--- src/hw/rtl/packed_nibble_to_tile_planar_unit_macros.svh ---
// ---------------------------------------------------------------------------
// Assertion macros for the packed nibble to tile planar unit
// Shared concurrent assertion forms, clocked on clk, held off during reset.
// ---------------------------------------------------------------------------
`ifndef PACKED_NIBBLE_TO_TILE_PLANAR_UNIT_MACROS_SVH
`define PACKED_NIBBLE_TO_TILE_PLANAR_UNIT_MACROS_SVH

// Same-cycle implication.
`define PNTP_ASSERT_NOW(label, ante, cons, msg) \
    label: assert property (@(posedge clk) disable iff (!rst_n) (ante) |-> (cons)) \
        else $error(msg);

// Next-cycle implication.
`define PNTP_ASSERT_NEXT(label, ante, cons, msg) \
    label: assert property (@(posedge clk) disable iff (!rst_n) (ante) |=> (cons)) \
        else $error(msg);

`endif

--- src/hw/rtl/pntp_pkg.sv ---
// ---------------------------------------------------------------------------
// Packed nibble to tile planar package
// Frame geometry, payload structs and the queue entry shared by all modules.
// ---------------------------------------------------------------------------
package pntp_pkg;

    localparam int TILES_ACROSS   = 32;
    localparam int TILES_DOWN     = 24;
    localparam int LINES_PER_TILE = 8;
    localparam int TILE_BYTES     = 32;
    localparam int PLANES         = 4;
    localparam int FRAME_LINES    = TILES_DOWN * LINES_PER_TILE;

    localparam int WORD_W = 32;
    localparam int PLANE_W = 8;
    localparam int OFF_W = 15;
    localparam int SUB_W = $clog2(LINES_PER_TILE);
    localparam int COL_W = (TILES_ACROSS > 1) ? $clog2(TILES_ACROSS) : 1;
    localparam int ROW_W = (TILES_DOWN > 1) ? $clog2(TILES_DOWN) : 1;
    localparam int LINE_W = ROW_W + SUB_W;
    localparam int TILE_SHIFT = $clog2(TILE_BYTES);

    localparam int QUEUE_DEPTH = 2;
    localparam int QPTR_W = $clog2(QUEUE_DEPTH);
    localparam int QCNT_W = QPTR_W + 1;

    // Offset of the last tile row in the frame, modulo the offset width.
    localparam int LAST_OFFSET_INT = ((TILES_DOWN - 1) * TILES_ACROSS + TILES_ACROSS - 1)
                                   * TILE_BYTES + (LINES_PER_TILE - 1) * 2;
    localparam logic [OFF_W-1:0] LAST_OFFSET = LAST_OFFSET_INT[OFF_W-1:0];

    typedef struct packed {
        logic [WORD_W-1:0] source_word;
        logic              frame_start;
    } in_item_t;

    typedef struct packed {
        logic [PLANE_W-1:0] plane_zero;
        logic [PLANE_W-1:0] plane_one;
        logic [PLANE_W-1:0] plane_two;
        logic [PLANE_W-1:0] plane_three;
        logic [OFF_W-1:0]   dest_offset;
        logic               last_in_frame;
    } out_item_t;

    // One classified word: pixels plus its place in the staging store.
    typedef struct packed {
        logic [WORD_W-1:0] source_word;
        logic [ROW_W-1:0]  tile_row;
        logic [COL_W-1:0]  column_group;
        logic [SUB_W-1:0]  sub_line;
        logic              last_in_frame;
    } entry_t;

    typedef struct packed {
        logic   valid;
        entry_t entry;
    } push_t;

    typedef struct packed {
        logic empty;
        logic full;
    } queue_status_t;

endpackage

--- src/hw/rtl/pntp_front.sv ---
// ---------------------------------------------------------------------------
// Packed nibble to tile planar front end
// Accepts source words, tracks column group and line, and tags each word.
// ---------------------------------------------------------------------------
module pntp_front
    import pntp_pkg::*;
(
    input  logic          clk,
    input  logic          rst_n,
    input  logic          source_valid,
    output logic          source_ready,
    input  in_item_t      source_item,
    input  queue_status_t queue_status,
    output push_t         push
);

    logic [COL_W-1:0]  col_reg;
    logic [COL_W-1:0]  col_next;
    logic [LINE_W-1:0] line_reg;
    logic [LINE_W-1:0] line_next;
    logic [COL_W-1:0]  col_eff;
    logic [LINE_W-1:0] line_eff;
    logic              col_wrap;
    logic              line_wrap;
    logic              accept;

    assign source_ready = !queue_status.full;
    assign accept = source_valid && source_ready;

    // Frame start clears the position before this word uses it.
    assign col_eff  = source_item.frame_start ? '0 : col_reg;
    assign line_eff = source_item.frame_start ? '0 : line_reg;

    assign col_wrap  = (col_eff == COL_W'(TILES_ACROSS - 1));
    assign line_wrap = (line_eff == LINE_W'(FRAME_LINES - 1));

    always_comb
    begin
        col_next  = col_reg;
        line_next = line_reg;
        if (accept)
        begin
            col_next  = col_wrap ? '0 : col_eff + COL_W'(1);
            line_next = line_eff;
            if (col_wrap)
            begin
                line_next = line_wrap ? '0 : line_eff + LINE_W'(1);
            end
        end
    end

    always_ff @(posedge clk or negedge rst_n)
    begin
        if (!rst_n)
        begin
            col_reg  <= '0;
            line_reg <= '0;
        end
        else
        begin
            col_reg  <= col_next;
            line_reg <= line_next;
        end
    end

    assign push.valid              = accept;
    assign push.entry.source_word  = source_item.source_word;
    assign push.entry.tile_row     = line_eff[LINE_W-1:SUB_W];
    assign push.entry.column_group = col_eff;
    assign push.entry.sub_line     = line_eff[SUB_W-1:0];
    assign push.entry.last_in_frame = col_wrap && line_wrap;

endmodule

--- src/hw/rtl/pntp_queue.sv ---
// ---------------------------------------------------------------------------
// Packed nibble to tile planar queue
// Short FIFO of classified words between the front end and the back end.
// ---------------------------------------------------------------------------
module pntp_queue
    import pntp_pkg::*;
(
    input  logic          clk,
    input  logic          rst_n,
    input  push_t         push,
    input  logic          pop,
    output entry_t        head,
    output queue_status_t status
);

    entry_t            mem_reg [QUEUE_DEPTH];
    logic [QPTR_W-1:0] wr_ptr_reg;
    logic [QPTR_W-1:0] rd_ptr_reg;
    logic [QCNT_W-1:0] count_reg;
    logic [QCNT_W-1:0] count_next;
    logic              do_pop;

    assign status.empty = (count_reg == '0);
    assign status.full  = (count_reg == QCNT_W'(QUEUE_DEPTH));
    assign do_pop = pop && !status.empty;
    assign head = mem_reg[rd_ptr_reg];

    always_comb
    begin
        count_next = count_reg;
        if (push.valid && !do_pop)
        begin
            count_next = count_reg + QCNT_W'(1);
        end
        else if (do_pop && !push.valid)
        begin
            count_next = count_reg - QCNT_W'(1);
        end
    end

    always_ff @(posedge clk or negedge rst_n)
    begin
        if (!rst_n)
        begin
            wr_ptr_reg <= '0;
            rd_ptr_reg <= '0;
            count_reg  <= '0;
        end
        else
        begin
            count_reg <= count_next;
            if (push.valid)
            begin
                wr_ptr_reg <= wr_ptr_reg + QPTR_W'(1);
            end
            if (do_pop)
            begin
                rd_ptr_reg <= rd_ptr_reg + QPTR_W'(1);
            end
        end
    end

    always_ff @(posedge clk)
    begin
        if (push.valid)
        begin
            mem_reg[wr_ptr_reg] <= push.entry;
        end
    end

endmodule

--- src/hw/rtl/pntp_back.sv ---
// ---------------------------------------------------------------------------
// Packed nibble to tile planar back end
// Splits each word into four bitplanes, forms the staging offset, and holds
// the result in an output register.
// ---------------------------------------------------------------------------
module pntp_back
    import pntp_pkg::*;
(
    input  logic          clk,
    input  logic          rst_n,
    input  entry_t        head,
    input  queue_status_t queue_status,
    output logic          pop,
    output logic          result_valid,
    input  logic          result_ready,
    output out_item_t     result_item
);

    logic                    out_valid_reg;
    logic                    out_valid_next;
    out_item_t               out_reg;
    logic [PLANE_W-1:0]      planes [PLANES];
    logic [OFF_W-1:0]        tile_index;
    logic [OFF_W-1:0]        offset;

    assign pop = !queue_status.empty && (!out_valid_reg || result_ready);

    // Pixel px sits at bits 31-4*px down to 28-4*px; leftmost pixel to bit 7.
    always_comb
    begin
        for (int p = 0; p < PLANES; p++)
        begin
            for (int px = 0; px < PLANE_W; px++)
            begin
                planes[p][PLANE_W-1-px] = head.source_word[WORD_W-4-4*px+p];
            end
        end
    end

    assign tile_index = OFF_W'(OFF_W'(head.tile_row) * OFF_W'(TILES_ACROSS))
                      + OFF_W'(head.column_group);
    assign offset = OFF_W'(tile_index << TILE_SHIFT) + OFF_W'({head.sub_line, 1'b0});

    always_comb
    begin
        out_valid_next = out_valid_reg;
        if (pop)
        begin
            out_valid_next = 1'b1;
        end
        else if (result_ready)
        begin
            out_valid_next = 1'b0;
        end
    end

    always_ff @(posedge clk or negedge rst_n)
    begin
        if (!rst_n)
        begin
            out_valid_reg <= 1'b0;
        end
        else
        begin
            out_valid_reg <= out_valid_next;
        end
    end

    always_ff @(posedge clk)
    begin
        if (pop)
        begin
            out_reg.plane_zero    <= planes[0];
            out_reg.plane_one     <= planes[1];
            out_reg.plane_two     <= planes[2];
            out_reg.plane_three   <= planes[3];
            out_reg.dest_offset   <= offset;
            out_reg.last_in_frame <= head.last_in_frame;
        end
    end

    assign result_valid = out_valid_reg;
    assign result_item  = out_reg;

endmodule

--- src/hw/rtl/packed_nibble_to_tile_planar_unit.sv ---
// ---------------------------------------------------------------------------
// Packed nibble to tile planar unit
// Chunky 4bpp to planar tile-row converter with staging offsets.
// ---------------------------------------------------------------------------
// Usage:
//   Source channel (source_valid/source_ready/source_item) takes one 32-bit
//   word of eight 4-bit pixels per handshake; frame_start on a word clears the
//   column group and line counters before that word is placed.
//   Result channel (result_valid/result_ready/result_item) gives one word per
//   source word: four bitplanes, the staging byte offset of plane zero, and
//   a flag on the last word of the frame. Words past the end of a frame wrap
//   to the frame start.
//   Path: an accepted source word is written into the queue, and is loaded
//   into the output register once that register is free or being emptied.
//   Throughput: one word per cycle while the receiver takes results, with the
//   two-entry queue between the front end and the output register of the back end.
//   Reset: counters go to zero, the queue empties, result_valid drops.
//   Receiver stall: the output register holds its word, the queue absorbs
//   up to two more, then source_ready drops until the receiver takes one.
// ---------------------------------------------------------------------------
`include "packed_nibble_to_tile_planar_unit_macros.svh"

module packed_nibble_to_tile_planar_unit
    import pntp_pkg::*;
(
    input  logic      clk,
    input  logic      rst_n,
    input  logic      source_valid,
    output logic      source_ready,
    input  in_item_t  source_item,
    output logic      result_valid,
    input  logic      result_ready,
    output out_item_t result_item
);

    push_t         push;
    logic          pop;
    entry_t        head;
    queue_status_t queue_status;
    logic          word_taken;
    logic          word_held;
    logic          last_out;
    logic          last_offset_ok;

    pntp_front u_front (
        .clk          (clk),
        .rst_n        (rst_n),
        .source_valid (source_valid),
        .source_ready (source_ready),
        .source_item  (source_item),
        .queue_status (queue_status),
        .push         (push)
    );

    pntp_queue u_queue (
        .clk    (clk),
        .rst_n  (rst_n),
        .push   (push),
        .pop    (pop),
        .head   (head),
        .status (queue_status)
    );

    pntp_back u_back (
        .clk          (clk),
        .rst_n        (rst_n),
        .head         (head),
        .queue_status (queue_status),
        .pop          (pop),
        .result_valid (result_valid),
        .result_ready (result_ready),
        .result_item  (result_item)
    );

    assign word_taken     = source_valid && source_ready;
    assign word_held      = !queue_status.empty || result_valid;
    assign last_out       = result_valid && result_item.last_in_frame;
    assign last_offset_ok = (result_item.dest_offset == LAST_OFFSET);

    `PNTP_ASSERT_NOW(a_full_means_stalled, queue_status.full, result_valid, "full while idle")
    `PNTP_ASSERT_NEXT(a_accept_reaches_back, word_taken, word_held, "accepted word lost")
    `PNTP_ASSERT_NOW(a_last_offset, last_out, last_offset_ok, "last word has wrong offset")

endmodule

--- config.mk ---
export PLATFORM = sky130hd
export DESIGN_NAME = packed_nibble_to_tile_planar_unit
export DESIGN_NICKNAME = d
export VERILOG_FILES = /design/src/hw/rtl/pntp_pkg.sv /design/src/hw/rtl/pntp_front.sv /design/src/hw/rtl/pntp_queue.sv /design/src/hw/rtl/pntp_back.sv /design/src/hw/rtl/packed_nibble_to_tile_planar_unit.sv
export VERILOG_INCLUDE_DIRS = /design/src /design/src/hw/rtl
export SDC_FILE = /design/constraint.sdc
export NUM_CORES = 1
export LEC_CHECK = 0
export BUFFER_PORTS_ARGS = -buffer_cell sky130_fd_sc_hd__buf_4
export CAP_MARGIN = 20
export CORE_MARGIN = 4
export CORE_UTILIZATION = 45
export CTS_CLUSTER_SIZE = 24
export DETAILED_ROUTE_END_ITERATION = 16
export PLACE_DENSITY = 0.68
export SKIP_CTS_REPAIR_TIMING = 1
export SLEW_MARGIN = 15
export SYNTH_ARGS = -nofsm -noshare
export SYNTH_HDL_FRONTEND = slang
export SYNTH_SLANG_ARGS = --single-unit
--- constraint.sdc ---
create_clock -name clk -period 6.4 [get_ports clk]
set_input_delay 0 -clock clk [delete_from_list [all_inputs] [get_ports clk]]
set_output_delay 0 -clock clk [all_outputs]
set_load 0.1 [all_outputs]
==> out/summary.txt <==
==========================================================================================
Largest clock skew in the final design ......................................     11.57 ps
Result of the run ........................................................... complete, no violations
Antenna diodes ..............................................................            0
Initial DRT Pass Iterations .................................................            4
Routed wire length ..........................................................      9794 µm
Number of rows in the core area .............................................           41
Die footprint ...............................................................   14,680 µm²
Slew Viols, Final ...........................................................            0
Sequential fraction of the synthesis area ...................................       79.70%
Max-Slew Margin vs Limit ....................................................       64.92%
Worst Setup End Kind ........................................................     register
Average cell area after synthesis ...........................................    18.65 µm²
Unique masters post-synth ...................................................           39
Most frequently used flop master after synthesis ............................ sky130_fd_sc_hd__edfxtp_1
Pin count of the biggest net entering global routing ........................           47
#FFs+latches synth ..........................................................          156
Clock edge transition at the registers on the reported setup and hold paths .        60 ps
Largest fanout of any net on the critical path ..............................           11
Later-pin clock latency in the skew report ..................................       410 ps
Data required time at the worst endpoint ....................................      6740 ps
Share of final-layout standard cells stronger than drive strength 1 .........       38.63%
RSZ-0062 raised after global routing ........................................           no
Final ANT Viol Nets .........................................................            0
Final Hold Violating Endpoints ..............................................            0
DRC marker count from the first detailed-route iteration ....................          234
Most area-hungry cell type in the Yosys netlist ............................. sky130_fd_sc_hd__edfxtp_1
Area Growth Syn to Fin ......................................................       31.39%
First-pass GRT wire length ..................................................    15,210 µm
Placer Congestion ...........................................................       0.7747
Layout Nets .................................................................          481
Number of global-route vias before repair ...................................        3,043
Placeable core region .......................................................   12,570 µm²
Min Tclk post-route .........................................................      2440 ps
Quantity of I/O buffers inserted on ports ...................................           84
Half-perimeter wire length of the detailed placement result .................      5997 µm
Post-route non-filler standard cell count ...................................          625
Fraction of synthesized cell area taken by the top area cell type ...........       71.89%
Number of setup violations in the final report ..............................            0
Via count normalized by instance count ......................................        4.861
Clock sink count ............................................................          156
CTS tree ....................................................................        built
Data arrival time at the worst-slack endpoint ...............................      2780 ps
Die span in y ...............................................................     121.2 µm
Tightest Pin Transition .....................................................     526.2 ps
Clock Tree Buf Depth ........................................................            2
Maximum frequency from static timing analysis ...............................    409.8 MHz
GRT Resource Usage Total ....................................................       13.77%
Async set-or-reset flop fraction in the synthesized netlist .................       11.54%
Final worst-path cycle share ................................................       38.12%
DRC .........................................................................            0
Gr ovfl total ...............................................................            0
Top cells by count, synth ................................................... sky130_fd_sc_hd__edfxtp_1, sky130_fd_sc_hd__mux2_2, sky130_fd_sc_hd__dfrtp_1
Max Cap Violations ..........................................................            0
Detailed-route wire length per cell .........................................     15.67 µm
Top post-synthesis cells by area ............................................ sky130_fd_sc_hd__edfxtp_1, sky130_fd_sc_hd__mux2_2, sky130_fd_sc_hd__dfrtp_1
Worst Hold Class ............................................................       in2reg
Summed instance area of the synthesized netlist .............................     5764 µm²
Final-layout setup total negative slack .....................................         0 ps
Horiz. Die Dim ..............................................................     121.2 µm
Buffer cell driving the clock tree root ..................................... sky130_fd_sc_hd__clkbuf_16
Sort of element at the start of the critical path ...........................     register
Total vias in the final route ...............................................        3,038
Number of flip-flops in the largest register ................................           92
Ys Warns ....................................................................            0
Antenna violations before repair ............................................            0
Placed Cells incl. Taps .....................................................          556
Effective utilization at floorplan ..........................................       45.86%
Number of flops mapped to enable cells by yosys .............................          138
Reg2Reg Setup Slack .........................................................      3960 ps
Top-level port count ........................................................           87
Most repeated cell in the gate-level netlist after synthesis ................ sky130_fd_sc_hd__edfxtp_1
Number of buffers added by the clock tree synthesis step ....................           17
Count of H-tree levels built during CTS .....................................            4
Number of instances in the synthesized netlist ..............................          309
Class of the most critical setup path .......................................      reg2reg
==========================================================================================
## cell families after synthesis
group,Yosys count,share of synthesized area [%]
buffers and inverters,17,1.584
adder cells (fa/ha/maj),4,0.8683
AO/OA/AOI/OAI,20,2.192
flip-flops,156,79.70
other,1,0.06506
multiplexers,47,9.160
XOR/XNOR,7,1.064
AND/OR/NAND/NOR,57,5.362
## cells in the final DEF, fill, tap and decap left out, types with 5 or more instances in the layout
master	synthesis	layout
sky130_fd_sc_hd__edfxtp_1	138	138
sky130_fd_sc_hd__buf_4	3	86
sky130_fd_sc_hd__mux2_2	46	46
sky130_fd_sc_hd__dlygate4sd3_1	0	36
sky130_fd_sc_hd__nand2_1	17	17
sky130_fd_sc_hd__clkbuf_16	0	17
sky130_fd_sc_hd__dfrtp_1	18	17
sky130_fd_sc_hd__nor2b_1	13	13
sky130_fd_sc_hd__o21ai_0	7	7
sky130_fd_sc_hd__nor2_1	7	6
sky130_fd_sc_hd__nand3_1	6	6
sky130_fd_sc_hd__inv_6	0	6
sky130_fd_sc_hd__clkinvlp_4	0	5
## layer usage
layer | global-route usage, % | vias up | share of wire (%)
met2 | 22.33 | 89 | 49
met5 | 0 | - | 0
met1 | 16.64 | 1502 | 44
met3 | 5.501 | 8 | 5.6
li1 | - | 1439 | -
met4 | 5.252 | 0 | 1.2
## critical path: stages, from the launching register on
cell                      delay (ps)
sky130_fd_sc_hd__dfrtp_1         380
sky130_fd_sc_hd__nor2b_1         310
sky130_fd_sc_hd__ha_1            260
sky130_fd_sc_hd__and3_1          190
sky130_fd_sc_hd__ha_1            360
sky130_fd_sc_hd__and4_4          300
sky130_fd_sc_hd__nand3_2          80
sky130_fd_sc_hd__or4_1           410
sky130_fd_sc_hd__nand3_1          90
## cell type report
| type | instances | area [µm²] |
|---|---|---|
| flip-flops and latches | 156 | 4596 |
| multi-input cells | 137 | 1091 |
| well taps | 172 | 215.2 |
| repair buffers | 124 | 1046 |
| clock inverters | 15 | 185.2 |
| fillers | 912 | 4995 |
| clock buffers | 17 | 425.4 |
| inverters | 4 | 15.01 |
## final timing paths
| path | cells past startpoint | end | startpoint |
|---|---|---|---|
| min | 2 | u_front.line_reg[4] | source_item[0] |
| min reg2reg | 2 | u_front.col_reg[4] | u_front.col_reg[4] |
| max | 8 | u_front.line_reg[5] | u_front.col_reg[0] |
| min in group asynchronous | 3 | u_front.line_reg[2] | rst_n |
| max in group asynchronous | 4 | u_queue.rd_ptr_reg | rst_n |
| max reg2reg | 8 | u_front.line_reg[5] | u_front.col_reg[0] |
## through the flow
step / util, % / setup WS, ps / instance area (µm²) / hold slack (ps)
6_report: 60.26 / 3960 / 7574 / 1.099
5_1_grt: 60.26 / 3746 / 7574 / 6.999
3_3_place_gp: 52.22 / 4166 / 6563 / -113.2
3_5_place_dp: 52.37 / 4012 / 6583 / -107.5
2_1_floorplan: - / 2721 / 5768 / -295.6
4_1_cts: 57.23 / 3985 / 7193 / -551.7
Power is left out: the tool's default activity adds up to more than one toggle a clock period on the data nets, which glitch-free logic cannot reach.
